File: src/upd_pkg.sv
// upd_pkg: shared types and character constants for the url percent decoder
// no dependencies; used by upd_step and url_percent_decoder_top

package upd_pkg;

    localparam logic [7:0] CH_PERCENT = 8'h25;
    localparam logic [7:0] CH_PLUS    = 8'h2B;
    localparam logic [7:0] CH_SPACE   = 8'h20;
    localparam logic [7:0] CH_DIG_2   = 8'h32;
    localparam logic [7:0] CH_DIG_5   = 8'h35;

    localparam logic [1:0] HELD_NONE  = 2'd0;
    localparam logic [1:0] HELD_PCT   = 2'd1;
    localparam logic [1:0] HELD_DIGIT = 2'd2;

    typedef logic [7:0] t_byte;

    // decoded result of one input byte: up to three words plus the next held state
    typedef struct packed {
        t_byte [2:0] words;
        logic  [1:0] count;
        logic  [1:0] held_count;
        t_byte       held_digit;
    } t_step;

    typedef struct packed {
        logic  ok;
        t_byte value;
    } t_pair;

    // listed uppercase escapes only; anything else is not ok
    function automatic t_pair decode_pair(input t_byte hi, input t_byte lo);
        t_pair r;
        r.ok    = 1'b0;
        r.value = 8'h00;
        unique case (hi)
            8'h32: begin
                if (lo >= 8'h30 && lo <= 8'h39) begin
                    r.ok    = 1'b1;
                    r.value = {4'h2, lo[3:0]};
                end else if (lo == 8'h41 || lo == 8'h42 || lo == 8'h43 || lo == 8'h46) begin
                    r.ok    = 1'b1;
                    r.value = {4'h2, lo[3:0] + 4'd9};
                end
            end
            8'h33: begin
                if (lo == 8'h41 || lo == 8'h42 || lo == 8'h44 || lo == 8'h46) begin
                    r.ok    = 1'b1;
                    r.value = {4'h3, lo[3:0] + 4'd9};
                end
            end
            8'h34: begin
                if (lo == 8'h30) begin
                    r.ok    = 1'b1;
                    r.value = 8'h40;
                end
            end
            8'h35: begin
                if (lo == 8'h42 || lo == 8'h44) begin
                    r.ok    = 1'b1;
                    r.value = {4'h5, lo[3:0] + 4'd9};
                end
            end
            default: begin
                r.ok = 1'b0;
            end
        endcase
        return r;
    endfunction

endpackage

File: src/upd_step.sv
// upd_step: combinational decode of one raw byte against the held escape state
// depends on upd_pkg

module upd_step (
    input  logic [1:0]    i_held_count,
    input  upd_pkg::t_byte i_held_digit,
    input  upd_pkg::t_byte i_byte,
    input  logic          i_final,
    output upd_pkg::t_step o_step
);
    import upd_pkg::*;

    t_byte [2:0] v_words;
    logic  [1:0] v_n;
    logic  [1:0] v_hc;
    t_byte       v_hd;
    logic        v_fresh;
    t_pair       v_pair;

    always_comb begin
        v_words = '0;
        v_n     = 2'd0;
        v_hc    = HELD_NONE;
        v_hd    = i_held_digit;
        v_fresh = 1'b0;
        v_pair  = decode_pair(i_held_digit, i_byte);

        unique case (i_held_count)
            HELD_PCT: begin
                if (i_byte >= CH_DIG_2 && i_byte <= CH_DIG_5) begin
                    v_hc = HELD_DIGIT;
                    v_hd = i_byte;
                end else begin
                    v_words[v_n] = CH_PERCENT;
                    v_n          = v_n + 2'd1;
                    v_fresh      = 1'b1;
                end
            end
            HELD_DIGIT: begin
                if (v_pair.ok) begin
                    v_words[v_n] = v_pair.value;
                    v_n          = v_n + 2'd1;
                end else begin
                    v_words[v_n] = CH_PERCENT;
                    v_n          = v_n + 2'd1;
                    v_words[v_n] = i_held_digit;
                    v_n          = v_n + 2'd1;
                    v_fresh      = 1'b1;
                end
            end
            default: begin
                // nothing held (a count of three is treated the same)
                v_fresh = 1'b1;
            end
        endcase

        if (v_fresh) begin
            if (i_byte == CH_PERCENT) begin
                v_hc = HELD_PCT;
            end else begin
                v_hc = HELD_NONE;
                if (v_n != 2'd3) begin
                    v_words[v_n] = (i_byte == CH_PLUS) ? CH_SPACE : i_byte;
                    v_n          = v_n + 2'd1;
                end
            end
        end

        // end of message: flush held bytes literally
        if (i_final) begin
            if (v_hc != HELD_NONE && v_n != 2'd3) begin
                v_words[v_n] = CH_PERCENT;
                v_n          = v_n + 2'd1;
            end
            if (v_hc == HELD_DIGIT && v_n != 2'd3) begin
                v_words[v_n] = v_hd;
                v_n          = v_n + 2'd1;
            end
            v_hc = HELD_NONE;
            v_hd = 8'h00;
        end

        o_step.words      = v_words;
        o_step.count      = v_n;
        o_step.held_count = v_hc;
        o_step.held_digit = v_hd;
    end

endmodule

File: src/url_percent_decoder_top.sv
// url_percent_decoder_top: form-encoded byte stream decoder with a three-word result buffer
// depends on upd_pkg and upd_step
//
// output: a byte's first decoded word is presented in the cycle after it is accepted
// throughput: one byte per cycle while each byte yields at most one word and the
//   receiver is ready; a byte that yields n words occupies the result buffer until
//   the single output port has drained them, one word per cycle while i_ready is high
// reset: synchronous active-low i_rst_n empties the result buffer and clears the
//   held escape state; payload registers are not reset

module url_percent_decoder_top (
    input  logic       i_clk,
    input  logic       i_rst_n,
    // input words
    input  logic       i_valid,
    output logic       o_ready,
    input  logic [7:0] i_in_byte,
    input  logic       i_in_final,
    // output words
    output logic       o_valid,
    input  logic       i_ready,
    output logic [7:0] o_out_byte,
    output logic       o_run_last,
    output logic       o_message_end
);
    import upd_pkg::*;

    // held escape state: '%' alone, or '%' plus first hex digit
    logic [1:0]  r_held_count;
    t_byte       r_held_digit;

    // result buffer: word 0 is presented, higher words shift down as it drains
    t_byte [2:0] r_buf;
    logic  [1:0] r_cnt;
    logic        r_fin;

    t_step       w_step;
    logic        w_accept;
    logic        w_take;

    upd_step u_step (
        .i_held_count (r_held_count),
        .i_held_digit (r_held_digit),
        .i_byte       (i_in_byte),
        .i_final      (i_in_final),
        .o_step       (w_step)
    );

    // output side
    assign o_valid       = (r_cnt != 2'd0);
    assign o_out_byte    = r_buf[0];
    assign o_run_last    = (r_cnt == 2'd1);
    assign o_message_end = (r_cnt == 2'd1) && r_fin;

    // a new byte enters when the buffer is empty or its last word leaves this cycle
    assign o_ready  = (r_cnt == 2'd0) || ((r_cnt == 2'd1) && i_ready);
    assign w_accept = i_valid && o_ready;
    assign w_take   = o_valid && i_ready;

    // control state
    always_ff @(posedge i_clk) begin
        if (!i_rst_n) begin
            r_cnt        <= 2'd0;
            r_held_count <= HELD_NONE;
            r_held_digit <= 8'h00;
        end else if (w_accept) begin
            r_cnt        <= w_step.count;
            r_held_count <= w_step.held_count;
            r_held_digit <= w_step.held_digit;
        end else if (w_take) begin
            r_cnt        <= r_cnt - 2'd1;
        end
    end

    // payload
    always_ff @(posedge i_clk) begin
        if (w_accept) begin
            r_buf        <= w_step.words;
            r_fin        <= i_in_final;
        end else if (w_take) begin
            r_buf[0]     <= r_buf[1];
            r_buf[1]     <= r_buf[2];
        end
    end

    // a held count of three never arises
    a_held_range: assert property (@(posedge i_clk) disable iff (!i_rst_n)
        r_held_count != 2'd3)
        else $error("held count out of range");

    // the final byte of a message always leaves nothing held
    a_final_clears: assert property (@(posedge i_clk) disable iff (!i_rst_n)
        (w_accept && i_in_final) |=> (r_held_count == HELD_NONE))
        else $error("held bytes remain after final byte");

    // draining a multi-word run without a new byte keeps the output valid
    a_run_drains: assert property (@(posedge i_clk) disable iff (!i_rst_n)
        (w_take && !w_accept && r_cnt != 2'd1) |=> o_valid)
        else $error("result run lost words");

    // a new byte never overwrites words still waiting behind the presented one
    a_no_overrun: assert property (@(posedge i_clk) disable iff (!i_rst_n)
        w_accept |-> (r_cnt == 2'd0 || (r_cnt == 2'd1 && w_take)))
        else $error("result buffer overrun");

endmodule

File: config.mk
export PLATFORM = sky130hd
export DESIGN_NAME = url_percent_decoder_top
export DESIGN_NICKNAME = d
export VERILOG_FILES = /design/src/upd_pkg.sv /design/src/upd_step.sv /design/src/url_percent_decoder_top.sv
export SDC_FILE = /design/constraint.sdc
export NUM_CORES = 1
export LEC_CHECK = 0
export BUFFER_PORTS_ARGS = -buffer_cell sky130_fd_sc_hd__clkbuf_2
export CAP_MARGIN = 20
export CORE_UTILIZATION = 66
export CTS_BUF_LIST = sky130_fd_sc_hd__clkbuf_8
export CTS_CLUSTER_SIZE = 12
export DETAILED_ROUTE_END_ITERATION = 12
export GPL_TIMING_DRIVEN = 0
export PLACE_DENSITY = 0.86
export SLEW_MARGIN = 20
export SYNTH_ARGS = -nofsm -noshare
export SYNTH_HDL_FRONTEND = slang
export SYNTH_SLANG_ARGS = --single-unit
File: constraint.sdc
create_clock -name i_clk -period 7.7 [get_ports i_clk]
set_input_delay 1.54 -clock i_clk [delete_from_list [all_inputs] [get_ports i_clk]]
set_output_delay 1.54 -clock i_clk [all_outputs]
set_load 0.005 [all_outputs]
# Word-level counts from Yosys, hierarchy flattened
# Cells that the tools add are included.
# totals
register_bits	37
wordCells	119
in_bits	13
# op_classes
order_cmp	10
add_sub_neg	5
n_eq_ne	19
muxes	53
reduce_logical	22
bitwise	3
# ops
op	n
2-to-1 mux 24 bit	7
2-to-1 mux 8 bit	10
== test 8 x 6 -> 1 bit (second input constant)	7
bitwise mux 24 bit	2
demux 8 bit (select 2 bit)	3
2-to-1 mux 9 bit	5
== test 8 x 7 -> 1 bit (second input constant)	5
2-to-1 mux 16 bit	2
one-hot mux 8 bit (4 select lines)	1
2-to-1 mux 2 bit	14
greater-or-equal comparator 8 x 6 -> 1 bit (second input constant)	2
less-or-equal comparator 8 x 6 -> 1 bit (second input constant)	2
one-hot mux 8 bit (2 select lines)	1
bitwise AND 15 bit	1
NOT 15 bit	1
logical AND 1 bit	11
< comparator 2 x 3 -> 1 bit (second input constant)	3
bitwise OR 9 bit	1
logical OR 1 bit	7
adder 2 x 1 -> 2 bit (second input constant)	3
greater-or-equal comparator 2 x 1 -> 1 bit (second input constant)	3
2-to-1 mux 6 bit	1
!= test 2 bit (second input constant)	3
nonzero test 2 bit	3
9 further kinds	14

# Logic depth before layout (Yosys ltp)
# Gate-level depths: netlist (run 1).
# logic_depth
ltp_word	25
ltp_mapped	22
ltp_nobuf	19

# Modules after synthesis
# Synthesis (run 1) repeated with hierarchy kept, for this count alone.
# unflattened
cells_unflattened	341
hier_area_um2	3061.7
# by_module_without_submodules
module	seq_area_each_um2	cells_per_inst	area_each_um2	n_inst
url_percent_decoder_top	991.0	117	1590.3	1
upd_step	0.0	224	1471.4	1

# Least setup slack after synthesis (run 1)
# Ideal clock, no wire load.
# synth_timing
kind	input to register
startpoint	input i_in_byte[0]
endpoint	register r_buf[16] (netlist name), data pin
t_arrival_ps	4855
path_stages	21
n_path_buf	2
required_ps	7431
slack_ps	2576
setup_time_ps	269
cell_sequence	clkbuf_1 inv_1 ha_1 nand2b_1 or4_4 a31o_4 nand3_1 o221a_2 buf_2 inv_1 ha_1 inv_1 and2_4 nor2_2 a21oi_2 inv_2 ha_1 nand2_1 a31oi_1 o21ai_0 a2bb2oi_1
# synth_rtl
item	line_no	rtl
from (decl)	url_percent_decoder_top.sv:17	input logic [7:0] i_in_byte,
to (signal assigned)	url_percent_decoder_top.sv:78	r_buf <= w_step.words;
to (decl)	url_percent_decoder_top.sv:33	t_byte [2:0] r_buf;

==> summary.md, run 1 <==
| Metric | Value |
|---|---|
| Drt first-iter violations | 332 |
| DIE AREA | 4790 um2 |
| Critical path class | in2reg |
| Final setup violation count | 0 |
| Util after Layout | 0.752 |
| Ratio of cells with drive above 1 in the final layout | 0.164 |
| Clock transition at the registers of the reported paths | 0.07 ns |
| Max-capacitance violation count | 0 |
| CTS sink count | 37 |
| Mapped Nets | 374 |
| FP Rows | 24 |
| Post-route setup slack | 1.70 ns |
| Die X | 69.2 um |
| Post-DRT Antenna Nets | 0 |
| Resized Gates After CTS | 0 |
| Yosys cell types | 73 |
| Pre-CTS worst setup slack | 1.66 ns |
| CP endpoint kind | flop |
| Hold Crit Class | reg2reg |
| Setup crit start kind | input pin |
| Root Driver | clkbuf_8 |
| Vias in the first global route | 2725 |
| Req. time, crit path | 7.73 ns |
| Final Slew Violations | 0 |
| Ys flop type | edfxtp_1 |
| Setup Fix Bufs, Post-CTS | 0 |
| YS warnings | 0 |
| TNS Setup | 0 ns |
| Avg WL per Cell | 19.2 um |
| Final min period | 6.00 ns |
| Max Clock Freq | 0.167 GHz |
| CTS Buf Count | 5 |
| # diodes | 0 |
| Fin crit share | 0.779 |
| Reg-to-reg slack, setup | 3.26 ns |
| Outcome | complete, no violations |
| Pin count of the biggest net entering global routing | 19 |
| H-tree levels | 2 |
| Number of synthesized register bits | 37 |
| Core area | 4350 um2 |
| Vert. Die Dim | 69.2 um |
| Initial core utilization | 0.684 |
| CTS Buffer Depth | 2 |
| RSZ-0062 raised after global routing | no |
| IO buf count | 23 |
| Syn avg cell area | 8.61 um2 |
| # DRC | 0 |
| Clock Latency Late Sink | 0.30 ns |
| Hold Vio Cnt, Final | 0 |
| Post-CTS Hold Buffers | 0 |
| Gpl congestion | 0.939 |
| Total grt overflow | 0 |
| Leak pwr | 1.32 nW |
| Initial antenna violation count | 0 |
| Vias per cell | 6.83 |
| Via count | 2931 |
| Share of synthesized registers carrying an async set or reset | 0 |
| CTS tree | yes |
| Arr. time, crit path | 6.03 ns |
| Post-synth design cell area | 2980 um2 |
| Max VDD drop | 146 uV |
| Cell area power density | 189 nW/um2 |
| DRT Pass-1 Iters | 5 |
| Layout Nets | 404 |
| Worst-Margin Slew | 0.963 ns |
| Clock skew | 0.00859 ns |
| P&R area growth vs syn | 9.82% |
| Post-route cell area | 3270 um2 |
| I/O pin cnt | 25 |
| Slew headroom | 0.358 |
| Maximum fanout along the worst path | 9 |
| Register area share after synthesis | 0.332 |
| Detailed Route WL | 8.23 mm |
| First-pass GRT wire length | 13.3 mm |
| Post-synthesis cell count | 346 |
| HPWL Detailed | 6.14 mm |
| Number of synthesized flops with an enable pin | 25 |
| Total track usage | 0.353 |
| Placed inst area | 3160 um2 |
-- power breakdown --
part	internal, mW	switching, mW	leakage, nW
sequential	0.265	0.0110	0.344
clock	0.0943	0.0725	0.0570
combinational	0.0751	0.101	0.919
-- synthesized netlist by cell type, types with 3 or more instances --
library cell	n	area, um2
nor3_1	8	40.0
nand3b_1	4	30.0
a22oi_1	8	60.1
edfxtp_1	25	751
a32oi_1	4	35.0
o211ai_1	3	22.5
buf_2	3	15.0
o31ai_1	5	37.5
nand2b_1	3	18.8
ha_1	15	188
buf_4	8	60.1
nand2_1	38	143
dfxtp_1	12	240
and3_1	11	68.8
o21ai_1	4	20.0
nor2_1	24	90.1
a21o_1	6	45.0
nand3_1	20	100
a21oi_1	18	90.1
nor2b_1	11	68.8
clkbuf_1	14	52.6
a31oi_1	3	18.8
nand4b_1	3	26.3
inv_1	14	52.6
mux2_2	3	33.8
nand4_1	3	18.8
and2_1	5	31.3
o21ai_0	12	60.1
-- final timing paths --
kind,start,endpoint,depth (start not counted)
min,r_buf[15],o_out_byte[7],2
max reg2reg,r_held_digit[0],r_buf[18],18
max,i_in_byte[0],r_buf[18],21
min reg2reg,r_buf[15],o_out_byte[7],2
-- routing by layer --
metal	vias up	global-route usage	wire, um
met3	30	0.0770	867
met2	170	0.565	3790
met4	0	0.138	249
met5	-	0	0
met1	1376	0.465	3330
li1	1355	-	-
-- cells by family (layout without fill, tap and decap cells) --
logic type,after synthesis,after routing,share of synthesized area
and+or+nand+nor,151,151,0.272
AOI/OAI and AO/OA,96,96,0.246
buffers and inverters,40,71,0.0617
DFF,37,37,0.332
adders and majority gates,15,15,0.0630
muxes,5,5,0.0181
xor gates and xnor gates,2,2,0.00588
-- area by class of cell --
| type | count | area [um2] |
|---|---|---|
| Clock buffer | 5 | 68.8 |
| Tap cell | 52 | 65.1 |
| Fill cell | 349 | 1080 |
| Timing Repair Buffer | 23 | 115 |
| Clock inverter | 3 | 37.5 |
| Sequential cell | 37 | 991 |
| Multi-Input combinational cell | 269 | 1810 |
| Inverter | 15 | 56.3 |
| Buffer | 25 | 128 |
-- cells in the final DEF (no fill, tap or decap), types with 4 or more instances in the layout --
master	synthesis	routed
nor3_1	8	8
nor2_1	24	24
nor2b_1	11	11
nand3_1	20	20
clkbuf_2	0	23
a21o_1	6	6
buf_4	8	8
o21ai_1	4	4
dfxtp_1	12	12
nand3b_1	4	4
nand2_1	38	38
a21oi_1	18	18
inv_1	14	15
ha_1	15	15
o21ai_0	12	12
edfxtp_1	25	25
and2_1	5	5
a22oi_1	8	8
o31ai_1	5	5
a32oi_1	4	4
clkbuf_1	14	14
and3_1	11	11
clkbuf_8	0	5
-- stage by stage --
stage	total power, mW	hold WS, ns	std cells
floorplan	0.395	0.477	346
global placement	0.447	0.496	421
detailed placement	0.454	0.523	421
CTS	0.617	0.537	429
global route	0.645	0.555	429
finish	0.619	0.532	429
-- worst max-delay path, cell delays in order --
cell	delay, ns
clkbuf_2	0.11
clkbuf_1	0.37
inv_1	0.19
ha_1	0.31
mux2_2	0.28
o21ai_0	0.31
or3_1	0.20
nand3_1	0.20
o221a_2	0.34
buf_2	0.18
inv_1	0.18
ha_1	0.33
inv_1	0.20
and2_4	0.21
a21oi_2	0.18
inv_2	0.06
ha_1	0.22
nand2_1	0.08
a31oi_1	0.07
o21ai_0	0.34
a2bb2oi_1	0.12
-- flip-flops by register name, indices dropped and copies added, names as in the netlist --
register,count
r_held_count,2
r_fin,1
r_cnt,2
r_buf,16
o_out_byte,8
r_held_digit,8
(Power assumes the default switching activity.)
==> inputs of run 2 (changes only) <==
--- a/config.mk
+++ b/config.mk
@@ -5,14 +5,15 @@
 export SDC_FILE = /design/constraint.sdc
 export NUM_CORES = 1
 export LEC_CHECK = 0
+export ABC_AREA = 1
 export BUFFER_PORTS_ARGS = -buffer_cell sky130_fd_sc_hd__clkbuf_2
 export CAP_MARGIN = 20
-export CORE_UTILIZATION = 66
+export CORE_UTILIZATION = 56
 export CTS_BUF_LIST = sky130_fd_sc_hd__clkbuf_8
 export CTS_CLUSTER_SIZE = 12
 export DETAILED_ROUTE_END_ITERATION = 12
 export GPL_TIMING_DRIVEN = 0
-export PLACE_DENSITY = 0.86
+export PLACE_DENSITY = 0.77
 export SLEW_MARGIN = 20
 export SYNTH_ARGS = -nofsm -noshare
 export SYNTH_HDL_FRONTEND = slang
==> constraint.sdc (replaced) <==
create_clock -name i_clk -period 5.5 [get_ports i_clk]
set_input_delay 1.1 -clock i_clk [delete_from_list [all_inputs] [get_ports i_clk]]
set_output_delay 1.1 -clock i_clk [all_outputs]
set_load 0.005 [all_outputs]
==> run 2 against run 1 <==
Net effect: non-clock buffer count fell by 10; count of clock-buffer cells in the layout did not move; design area rose by 0.19%; global-route usage fell by 6.1 points; synthesized area rose by 0.34%; combinational power rose by 88%; worst setup slack got worse by 0.51 ns; flip-flop and latch count did not move; critical path depth rose by 5; largest power group unchanged.
==> summary.md, run 2 <==
| Metric | Value |
|---|---|
| Reg power frac | 0.457 |
| Util after Layout | 0.638 |
| Arr. time, crit path | 4.36 ns |
| Post-synthesis cell count | 435 |
| Via count | 2913 |
| Largest family of logic cells by synthesized area | simple AND/OR/NAND/NOR gates |
| CTS Buf Count | 5 |
| Post-Synth Adder-Cell Area | 0.0628 |
| Compound-Gate Fraction of Synth Area | 0.133 |
| Avg WL per Cell | 14.0 um |
| Ys flop type | edfxtp_1 |
| Largest area contributor in the netlist | edfxtp_1 |
| Synth cell count leaders | nand2_1 (123), inv_1 (53), nor2_1 (45) |
| Register area share after synthesis | 0.331 |
| P&R area growth vs syn | 9.67% |
| Final Slew Violations | 0 |
| Number of synthesized flops with an enable pin | 25 |
| CTS sink count | 37 |
| # diodes | 0 |
| Max FFs per register | 16 |
| Largest Register | r_buf |
| Mapped Nets | 463 |
| Post-CTS Hold Buffers | 0 |
| Yosys cell types | 40 |
| Final setup violation count | 0 |
| Drt first-iter violations | 239 |
| Vias per cell | 5.43 |
| Resized Gates After CTS | 0 |
| Req. time, crit path | 5.55 ns |
| Sw frac | 0.340 |
| Detailed Route WL | 7.49 mm |
| Vert. Die Dim | 75.1 um |
| Most numerous cell in the Yosys netlist | nand2_1 |
| Yosys top cell area share | 0.251 |
| Syn avg cell area | 6.87 um2 |
| YS warnings | 0 |
| Post-Synth Simple-Gate Area | 0.356 |
| Post-synth design cell area | 2990 um2 |
| Initial core utilization | 0.582 |
| Root Driver | clkbuf_8 |
| Tot Pwr | 961 uW |
| Clock transition at the registers of the reported paths | 0.07 ns |
| Initial antenna violation count | 0 |
| Final min period | 4.31 ns |
| Synth Area in XOR/XNOR | 0.00293 |
| Pin count of the biggest net entering global routing | 20 |
| # DRC | 0 |
| CP endpoint kind | flop |
| Ratio of cells with drive above 1 in the final layout | 0.165 |
| Commonest non-fill, non-tap cells in the layout | nand2_1 (123), inv_1 (53), nor2_1 (45) |
| RSZ-0062 raised after global routing | no |
| Critical path class | in2reg |
| Max VDD drop | 253 uV |
| Max-capacitance violation count | 0 |
| HPWL Detailed | 6.07 mm |
| Fin crit share | 0.784 |
| CTS tree | yes |
| Commonest non-fill, non-tap cell in the layout | nand2_1 |
| Hold Vio Cnt, Final | 0 |
| Int Power | 634 uW |
| H-tree levels | 2 |
| FP Rows | 26 |
| Maximum fanout along the worst path | 7 |
| First-pass GRT wire length | 12.3 mm |
| Cell area power density | 293 nW/um2 |
| Total track usage | 0.292 |
| Leak pwr | 1.55 nW |
| Gpl congestion | 1.02 |
| Share of synthesized registers carrying an async set or reset | 0 |
| Layout Nets | 493 |
| Core area | 5140 um2 |
| Max Clock Freq | 0.232 GHz |
| CTS Buffer Depth | 2 |
| Hold Crit Class | reg2reg |
| Vias in the first global route | 2662 |
| Post-synthesis mux area share | 0.00335 |
| DIE AREA | 5640 um2 |
| Die X | 75.1 um |
| Clock Latency Late Sink | 0.29 ns |
| Slew headroom | 0.439 |
| Total grt overflow | 0 |
| Power share of the combinational group | 0.344 |
| Worst-Margin Slew | 0.841 ns |
| I/O pin cnt | 25 |
| TNS Setup | 0 ns |
| Synth area leaders | edfxtp_1 (25%), nand2_1 (15%), dfxtp_1 (8.0%), inv_1 (6.7%), ha_1 (6.3%) |
| Setup Fix Bufs, Post-CTS | 0 |
| DRT Pass-1 Iters | 6 |
| Post-DRT Antenna Nets | 0 |
| Setup crit start kind | input pin |
| Clock skew | 0.00794 ns |
| Switch Pwr | 327 uW |
| Number of synthesized register bits | 37 |
| Outcome | complete, no violations |
| Clock Power Share | 0.199 |
| IO buf count | 23 |
[run 2: changes by cell type in the layout (fill, tap and decap cells not counted), sizes merged, moves of 6 or more]
cell	previous run	this run
nand3	20	37
nand2	38	135
clkbuf	42	32
inv	16	62
a22oi	8	2
o21ai	16	22
nor2b	11	0
a21oi	19	26
o31ai	7	1
nor2	25	51
and3	11	0
and2	6	0
[run 2: per-stage QoR]
stage          worst slack [ns]  instances  hold slack (ns)  instance area, um2
6_report                   1.19        536            0.484                3280
5_1_grt                   0.807        536            0.525                3280
4_1_cts                    1.25        536            0.486                3280
3_5_place_dp              0.943        528            0.475                3190
3_3_place_gp               1.05        528            0.476                3190
2_1_floorplan              1.68        435            0.457                2990
[run 2: cell families after synthesis]
kind of cell / after synthesis
compound gates: 67
buf+inv: 79
fa+ha+maj: 15
simple gates: 235
xor+xnor: 1
flops: 37
mux: 1
[run 2: metal layers]
layer,up-vias,track usage,routed length [um]
met2,104,0.476,3440
met3,16,0.0509,500
li1,1470,-,-
met4,0,0.0922,144
met5,-,0,0
met1,1323,0.394,3400
[run 2: power groups by stage]
stage                     logic (mW)  clock network [mW]  registers (mW)
after floorplan                0.226                   0           0.437
after global placement         0.323                   0           0.443
after detailed placement       0.331                   0           0.446
after CTS                      0.332               0.192           0.441
after global routing           0.384               0.202           0.451
final                          0.330               0.191           0.440
[run 2: area by class of cell]
class	instances	area, um2
Tap cell	70	87.6
Multi-Input combinational cell	319	1670
Sequential cell	37	991
Clock buffer	5	68.8
Buffer	15	90.1
Clock inverter	3	17.5
Timing Repair Buffer	23	115
Fill cell	510	1860
Inverter	64	240
[run 2: critical path, cell delays in order]
cell	delay (ns)
clkbuf_2	0.13
inv_1	0.17
ha_1	0.34
nand3_1	0.12
a21oi_1	0.22
nand2_1	0.13
nand2_1	0.10
inv_2	0.05
nand4_4	0.11
nand3_4	0.13
nand2_2	0.12
nand2_1	0.06
nand2_1	0.20
ha_1	0.24
inv_1	0.07
nand2_1	0.11
nand2_1	0.10
nand2_2	0.11
inv_1	0.05
ha_1	0.24
nand2_4	0.11
nand2_1	0.05
nand2_1	0.10
nand2_1	0.07
nand2_1	0.07
nand2_1	0.04
[run 2: path summary, 6_finish.rpt]
path / startpoint / to / slack, ns / depth (start not counted)
worst min register to register: r_held_digit[4] / r_held_digit[4] / 0.48 / 2
worst max register to register: r_held_digit[2] / r_buf[8] / 2.10 / 25
worst min-delay path: r_held_digit[4] / r_held_digit[4] / 0.48 / 2
worst max-delay path: i_in_byte[1] / r_buf[8] / 1.19 / 26
==> inputs of run 3 (changes only) <==
--- a/config.mk
+++ b/config.mk
@@ -5,7 +5,7 @@
 export SDC_FILE = /design/constraint.sdc
 export NUM_CORES = 1
 export LEC_CHECK = 0
-export ABC_AREA = 1
+export ABC_AREA = 0
 export BUFFER_PORTS_ARGS = -buffer_cell sky130_fd_sc_hd__clkbuf_2
 export CAP_MARGIN = 20
 export CORE_UTILIZATION = 56
==> constraint.sdc (replaced) <==
create_clock -name i_clk -period 3.75 [get_ports i_clk]
set_input_delay 0.75 -clock i_clk [delete_from_list [all_inputs] [get_ports i_clk]]
set_output_delay 0.75 -clock i_clk [all_outputs]
set_load 0.005 [all_outputs]
==> run 3 against run 2 <==
Net effect: power increased by 42%; core utilization increased by 8.7 points; non-clock buffer count grew 26; highest routed layer unchanged; register-to-register slack got worse by 1.8 ns.
==> summary.md, run 3 (same netlist as run 1, synthesis figures left out) <==
| Metric | Value |
|---|---|
| Ratio of cells with drive above 1 in the final layout | 0.282 |
| Clock transition at the registers of the reported paths | 0.08 ns |
| Via count | 2980 |
| Max-capacitance violation count | 0 |
| Max VDD drop | 226 uV |
| # diodes | 0 |
| Die X | 75.0 um |
| Pre-CTS worst setup slack | -0.566 ns |
| Total track usage | 0.321 |
| First-pass GRT wire length | 13.3 mm |
| Detailed Route WL | 8.82 mm |
| Req. time, crit path | 3.89 ns |
| CTS Buf Count | 5 |
| Post-DRT Antenna Nets | 0 |
| Crit-path max cell delay | 0.55 ns |
| Maximum fanout along the worst path | 8 |
| Placed inst area | 3290 um2 |
| Largest Register | r_buf |
| Root Driver | clkbuf_8 |
| TNS Setup | 0 ns |
| Slew headroom | 0.404 |
| Worst hold stages | 2 |
| Sequential cell area | 991 um2 |
| Clock Latency Late Sink | 0.31 ns |
| Top Metal Used | met4 |
| Fin crit share | 0.994 |
| CTS tree | yes |
| Reg2reg start | r_held_digit[0] |
| Reg-to-reg slack, setup | 0.28 ns |
| DRT Pass-1 Iters | 7 |
| Core area | 5110 um2 |
| Avg WL per Cell | 19.0 um |
| Critical path class | in2reg |
| Worst reg2reg path depth | 14 |
| Cell area power density | 367 nW/um2 |
| HPWL Detailed | 6.20 mm |
| Max FFs per register | 16 |
| Final setup violation count | 0 |
| Hold Vio Cnt, Final | 0 |
| CTS Buffer Depth | 2 |
| Final hold slack | 0.516 ns |
| Worst Setup SP | i_in_byte[7] |
| Arr. time, crit path | 3.87 ns |
| Top delay family on crit path | compound AO/OA/AOI/OAI gates |
| Setup crit start kind | input pin |
| IO buf count | 23 |
| Leak pwr | 1.46 nW |
| Vert. Die Dim | 75.0 um |
| Clock skew | 0.0107 ns |
| Worst-Margin Slew | 0.893 ns |
| Post-route cell area | 3700 um2 |
| Outcome | complete, no violations |
| Vias in the first global route | 2556 |
| H-tree levels | 2 |
| I/O pin cnt | 25 |
| Post-route setup slack | 0.0238 ns |
| Commonest non-fill, non-tap cells in the layout | nand2_1 (37), buf_4 (26), edfxtp_1 (25) |
| M1 wire length | 3.59 mm |
| Worst Setup EP | r_buf[13] |
| Gpl congestion | 1.06 |
| Drt first-iter violations | 274 |
| RSZ-0062 raised after global routing | yes |
| Number of fill cells | 398 |
| Cell at the slowest stage of the critical path | or4_4 |
| Pin count of the biggest net entering global routing | 19 |
| Post-CTS Hold Buffers | 0 |
| P&R area growth vs syn | 24.3% |
| Reg2Reg Capture Point | r_buf[13] |
| CP endpoint kind | flop |
| Hold Crit Class | reg2reg |
| Initial antenna violation count | 0 |
| Max Clock Freq | 0.268 GHz |
| Tot Pwr | 1.36 mW |
| CTS sink count | 37 |
| Crit path top cell by count | a21oi_1 |
| Routed met3 length | 897 um |
| Worst path buffer plus inverter count | 4 |
| Commonest non-fill, non-tap cell in the layout | nand2_1 |
| Multi-input logic area | 2020 um2 |
| Crit-path cells | buf_2 -> nand4bb_1 -> buf_6 -> or4_4 -> a211oi_4 -> nor3_2 -> o221a_4 -> inv_4 -> buf_4 -> ha_1 -> nor2b_1 -> a21oi_1 -> a41oi_1 -> o21ai_4 -> a21oi_1 |
| DIE AREA | 5620 um2 |
| FP Rows | 26 |
| Layout Nets | 420 |
| DR WL met2 | 4.08 mm |
| Final Slew Violations | 0 |
| Critical Path Stages | 15 |
| Initial core utilization | 0.584 |
| # DRC | 0 |
| Final min period | 3.73 ns |
| Total grt overflow | 0 |
| Vias per cell | 6.44 |
run 3: worst min-delay path, stage by stage (launching register included):
cell and delay [ns]:
edfxtp_1 0.32, nand2_1 0.05, nand2_1 0.05
run 3: routing by layer:
layer,up-vias,GRT usage
met5,-,0
met4,0,0.107
met3,40,0.0535
met2,184,0.518
met1,1367,0.439
li1,1389,-
run 3: worst min-delay path by stage:
stage	start	to	slack [ns]
finish	r_buf[15]	o_out_byte[7]	0.52
global route	r_buf[15]	o_out_byte[7]	0.55
CTS	r_buf[15]	o_out_byte[7]	0.52
detailed placement	r_buf[15]	o_out_byte[7]	0.50
global placement	r_buf[15]	o_out_byte[7]	0.49
floorplan	r_held_digit[7]	r_held_digit[7]	0.48
run 3: report_power, final:
part	total, mW	internal (mW)	switching [mW]
combinational	0.380	0.166	0.214
sequential	0.562	0.543	0.0193
clock	0.419	0.264	0.155
total	1.36	0.973	0.388
run 3: area by class of cell:
type,instances,share of cell area
inverter,15,0.0206
buffer,24,0.0419
tap,70,0.0236
multi-input combinational,269,0.544
clock buffer,5,0.0186
timing repair buffer,40,0.0662
sequential,37,0.267
clock inverter,3,0.0176
run 3: metrics by stage:
stage / std cells / utilization
5_1_grt: 463 / 0.725
6_report: 463 / 0.725
4_1_cts: 453 / 0.690
3_5_place_dp: 439 / 0.645
3_3_place_gp: 439 / 0.645
2_1_floorplan: 346 / -
run 3: what timing repair did:
action / 4_1_cts / 5_1_grt
pin swaps: 7 / 11
setup buffers: 7 / 10
setup endpoints to repair: 19 / 19
resized for setup: 11 / 25
